--- src/hw/rtl/rdq_pkg.sv ---
// Package for the reversible deque: operation and status codes, default depth,
// and the command/status structs between controller and datapath.
// No dependencies.
`timescale 1ns / 1ps

package rdq_pkg;

    // Default number of ring slots
    localparam int DEPTH_DEF = 1024;

    // Field widths
    localparam int OPCODE_W = 3;
    localparam int VALUE_W  = 32;
    localparam int STATUS_W = 2;

    // Operation codes
    localparam logic [OPCODE_W-1:0] OP_PUSH_BACK  = 3'd0;
    localparam logic [OPCODE_W-1:0] OP_PUSH_FRONT = 3'd1;
    localparam logic [OPCODE_W-1:0] OP_POP_FRONT  = 3'd2;
    localparam logic [OPCODE_W-1:0] OP_POP_BACK   = 3'd3;
    localparam logic [OPCODE_W-1:0] OP_REVERSE    = 3'd4;

    // Result status codes
    localparam logic [STATUS_W-1:0] ST_VALUE = 2'd0;
    localparam logic [STATUS_W-1:0] ST_DONE  = 2'd1;
    localparam logic [STATUS_W-1:0] ST_FULL  = 2'd2;
    localparam logic [STATUS_W-1:0] ST_EMPTY = 2'd3;

    // Commands from controller to datapath
    typedef struct packed {
        logic                push;      // write value into the ring
        logic                pop;       // read an entry and remove it
        logic                at_head;   // act on the physical head (else tail)
        logic                toggle;    // flip the reverse flag
        logic                load_now;  // load result register with status, popped 0
        logic                load_mem;  // load result register from RAM read data
        logic [STATUS_W-1:0] status;    // status for load_now
    } rdq_cmd_t;

    // Status from datapath to controller
    typedef struct packed {
        logic full;
        logic empty;
        logic reversed;
    } rdq_stat_t;

endpackage

--- src/hw/rtl/rdq_ctrl.sv ---
// Controller: handshake state machine and opcode decode for the deque.
// Depends on rdq_pkg; drives the datapath through rdq_cmd_t.
`timescale 1ns / 1ps

module rdq_ctrl (
    input  logic                          clk,
    input  logic                          rst_n,
    input  logic                          in_valid,
    output logic                          in_ready,
    input  logic [rdq_pkg::OPCODE_W-1:0]  opcode,
    output logic                          out_valid,
    input  logic                          out_ready,
    input  rdq_pkg::rdq_stat_t            stat,
    output rdq_pkg::rdq_cmd_t             cmd
);
    import rdq_pkg::*;

    localparam logic S_IDLE = 1'b0;
    localparam logic S_READ = 1'b1;

    logic     state_reg;
    logic     state_next;
    logic     out_valid_reg;
    logic     out_valid_next;
    logic     accept;

    // Take a new transaction only when idle and the result slot is free
    assign in_ready  = (state_reg == S_IDLE) && (!out_valid_reg || out_ready);
    assign accept    = in_valid && in_ready;
    assign out_valid = out_valid_reg;

    // Decode and next state
    always_comb
    begin
        cmd        = '0;
        cmd.status = ST_DONE;
        state_next = state_reg;
        unique case (state_reg)
            S_IDLE:
            begin
                if (accept)
                begin
                    unique case (opcode) inside
                        OP_PUSH_BACK, OP_PUSH_FRONT:
                        begin
                            cmd.load_now = 1'b1;
                            if (stat.full)
                            begin
                                cmd.status = ST_FULL;
                            end
                            else
                            begin
                                cmd.push    = 1'b1;
                                // tail when (opcode == OP_PUSH_BACK) differs from the flag
                                cmd.at_head = ((opcode == OP_PUSH_BACK) == stat.reversed);
                            end
                        end
                        OP_POP_FRONT, OP_POP_BACK:
                        begin
                            if (stat.empty)
                            begin
                                cmd.load_now = 1'b1;
                                cmd.status   = ST_EMPTY;
                            end
                            else
                            begin
                                cmd.pop     = 1'b1;
                                cmd.at_head = ((opcode == OP_POP_FRONT) != stat.reversed);
                                state_next  = S_READ;
                            end
                        end
                        OP_REVERSE:
                        begin
                            cmd.toggle   = 1'b1;
                            cmd.load_now = 1'b1;
                        end
                        default:
                        begin
                            cmd.load_now = 1'b1;
                        end
                    endcase
                end
            end
            S_READ:
            begin
                cmd.load_mem = 1'b1;
                state_next   = S_IDLE;
            end
            default:
            begin
                state_next = S_IDLE;
            end
        endcase
    end

    // Result valid flag
    always_comb
    begin
        if (cmd.load_now || cmd.load_mem)
        begin
            out_valid_next = 1'b1;
        end
        else if (out_ready)
        begin
            out_valid_next = 1'b0;
        end
        else
        begin
            out_valid_next = out_valid_reg;
        end
    end

    always_ff @(posedge clk or negedge rst_n)
    begin
        if (!rst_n)
        begin
            state_reg     <= S_IDLE;
            out_valid_reg <= 1'b0;
        end
        else
        begin
            state_reg     <= state_next;
            out_valid_reg <= out_valid_next;
        end
    end

endmodule

--- config.mk ---
export PLATFORM = sky130hd
export DESIGN_NAME = rdq_ctrl
export DESIGN_NICKNAME = d
export VERILOG_FILES = /design/src/hw/rtl/rdq_pkg.sv /design/src/hw/rtl/rdq_ctrl.sv
export SDC_FILE = /design/constraint.sdc
export NUM_CORES = 1
export LEC_CHECK = 0
export ABC_AREA = 1
export CAP_MARGIN = 20
export CELL_PAD_IN_SITES_DETAIL_PLACEMENT = 2
export CELL_PAD_IN_SITES_GLOBAL_PLACEMENT = 2
export CORE_AREA = 4 4 41 43
export CTS_CLUSTER_DIAMETER = 40
export DETAILED_ROUTE_END_ITERATION = 8
export DIE_AREA = 0 0 45 47
export DONT_BUFFER_PORTS = 1
export PLACE_DENSITY = 0.5
export SETUP_SLACK_MARGIN = 0.4
export SYNTH_ARGS = -nofsm -noshare
export SYNTH_HDL_FRONTEND = slang
export SYNTH_SLANG_ARGS = --single-unit
--- constraint.sdc ---
create_clock -name clk -period 0.9 [get_ports clk]
set_input_delay 0.09 -clock clk [delete_from_list [all_inputs] [get_ports clk]]
set_output_delay 0.09 -clock clk [all_outputs]
set_load 0.02 [all_outputs]
==> run_results.csv <==
group,metric,value,unit
route,vias,325,
sta,period_needed,1.27,ns
yosys,syn_area,211,µm²
cts,cts.clk_slew.worst_paths,0.04,ns
worst_setup_path,arrival,1.18,ns
worst_setup_path,worstSetupPathType,"reg -> out",
cts,clockBufferDepth,2,
yosys,syn_nets,46,
sta,worst_slew_pin_slew,0.271,ns
floorplan,die_w,45,µm
cts,clock_latency,0.24,ns
floorplan,fp-row-count,13,
place,numPlacedInstances,60,
yosys,yosysTopAreaCell,"dfrtp_1",
floorplan,core,1300,µm²
place,gp_congestion,0.656,
grt,grt_pass1_vias,413,
grt,antenna_found_initial,0,
route,drt.antenna.violating_nets,0,
power,power.share.combinational,40.7,%
layout,synthToLayoutAreaGrowth,151,%
floorplan,pin_count,20,
yosys,synth_top_cell_area_share,23.7,%
route,routed_via_density,4.33,
place,dp_hpwl,756,µm
layout,fin_nets,71,
grt,grt_max_degree,8,
yosys,synth_cell_types,11,
floorplan,die-area,2120,µm²
sta,skew,0.0148,ns
power,seq_power_share,17.9,%
cts,h-tree-depth,1,
place,place_ws,-0.192,ns
layout,final_util,40.9,%
sta,rsz0062_at_grt,"yes",
power,total_power,0.567,mW
yosys,ys_seq_area_share,23.7,%
yosys,ys_seq_elements,2,
run_status,violations,"negative setup slack",
floorplan,die_h,47,µm
power,irDropWorstVdd,0.373,mV
power,p_clk_share,41.4,%
cts,cts.sinks,2,
route,post-route-drc-count,0,
worst_setup_path,critPathLaunchType,"register",
sta,setup_violations,12,
route,wirelength,1030,µm
cts,cts_root_buf,"clkbuf_4",
layout,drive_gt1_share,66.7,%
sta,maxSlewHeadroom,81.9,%
worst_setup_path,crit_path_max_fanout,2,
yosys,yosys_warnings,0,
cts,cts_tree,"built",
power,p_int,0.380,mW
route,drt_first_pass_iters,4,
cts,numCtsBuffers,3,
sta,report.final.slew_viol_count,0,
sta,setup_ws,-0.367,ns
worst_hold_path,worstHoldPathType,"in -> reg",
power,p_per_area,1070,nW/µm²
layout,layout_commonest_cell,"buf_4",
flow_run,max-cap-violations,0,
run_status,status,"complete, but fails checks",
route,avgRoutedWirePerCell,13.7,µm
sta,finalCritPeriodShare,141,%
sta,fmax,789,MHz
yosys,syn_area_per_cell,5.87,µm²
power,switchingPower,0.187,mW
layout,diodes,0,
yosys,netlist_instances,36,
layout,final_cell_mix,"buf_4, buf_6, nor2_4, nor2_1, nand2_1",
worst_setup_path,end_kind,"output pin",
floorplan,start_util,16.3,%
place,numPortBuffers,0,
route,drt_iter0_markers,1,
yosys,synth.top_cells.by_area,"dfrtp_1, nor2_1, nand2_1, nor3b_2, inv_1",
grt,grtUsageTotal,12.7,%
worst_setup_path,required,0.81,ns
power,p_leak,0.265,nW
grt,grt_pass1_wl,1860,µm
layout,final_cells,75,
sta,finalHoldViolCount,0,
grt,grt_remaining_overflow,0,
power,sw_frac_of_total,33.0,%
## final timing paths
kind | cells past startpoint | startpoint | slack, ns | end
hold / removal | 2 | in_valid | 0.03 | out_valid$_DFFE_PN0P_
min in group asynchronous | 1 | rst_n | 0.09 | out_valid$_DFFE_PN0P_
setup reg to reg | 7 | out_valid$_DFFE_PN0P_ | -0.34 | state_reg$_DFF_PN0_
max in group asynchronous | 1 | rst_n | 0.67 | state_reg$_DFF_PN0_
setup / recovery | 4 | out_valid$_DFFE_PN0P_ | -0.37 | cmd[6]
hold reg to reg | 5 | state_reg$_DFF_PN0_ | 0.77 | out_valid$_DFFE_PN0P_
## synthesized netlist by cell type, drive strengths merged
cell,instances
a21oi,1
nor3b,2
nor2,10
inv,6
o21ai,2
nor3,1
nand3,1
buf,2
dfrtp,2
nand2,9
## critical path, stage by stage (launching register included)
cell	delay (ns)
dfrtp_2	0.42
nand2_4	0.08
nand2_2	0.07
nor3b_2	0.20
buf_4	0.17
## metrics by stage
| step | setup TNS [ns] | instance area [µm²] | hold WS, ns |
|---|---|---|---|
| 6_report | -3.60 | 532 | 0.0304 |
| 5_1_grt | -4.26 | 532 | 0.0444 |
| 3_5_place_dp | -1.27 | 339 | -0.205 |
| 4_1_cts | -3.54 | 508 | 0.0586 |
| 3_3_place_gp | -0.775 | 339 | -0.206 |
| 2_1_floorplan | -0.868 | 240 | -0.206 |
## routing by layer
layer / global-route usage [%] / share of wire (%)
met5: 0 / 0
met4: 8.77 / 1.9
met3: 1.92 / 6.0
met2: 26.3 / 64
met1: 10.9 / 28
## logic make-up after synthesis
family          after synthesis  synth area share [%]
simple gates                 23                  51.5
buf+inv                       8                  17.7
compound gates                3                  7.10
flops                         2                  23.7
## cell type report
class / count / area (µm²)
clock buffers: 4 / 26.3
fillers: 156 / 769
inverters: 6 / 25.0
multi-input cells: 26 / 196
flip-flops and latches: 2 / 51.3
well taps: 15 / 18.8
repair buffers: 22 / 214
## timing repair
item                                   4_1_cts  5_1_grt
endpoints found under the hold margin        2        0
setup endpoints to repair                   12       12
cloned                                       0        0
setup buffers                                8        2
pin swaps                                    2        3
hold buffers                                 1        0
gates resized for setup                     21        3
## power groups by stage
stage	combinational (mW)	clock, mW	sequential (mW)
global placement	0.146	0	0.100
CTS	0.224	0.237	0.101
global route	0.250	0.250	0.102
finish	0.231	0.235	0.102
detailed placement	0.152	0	0.101
floorplan	0.0829	0	0.106
(Power assumes the default switching activity.)
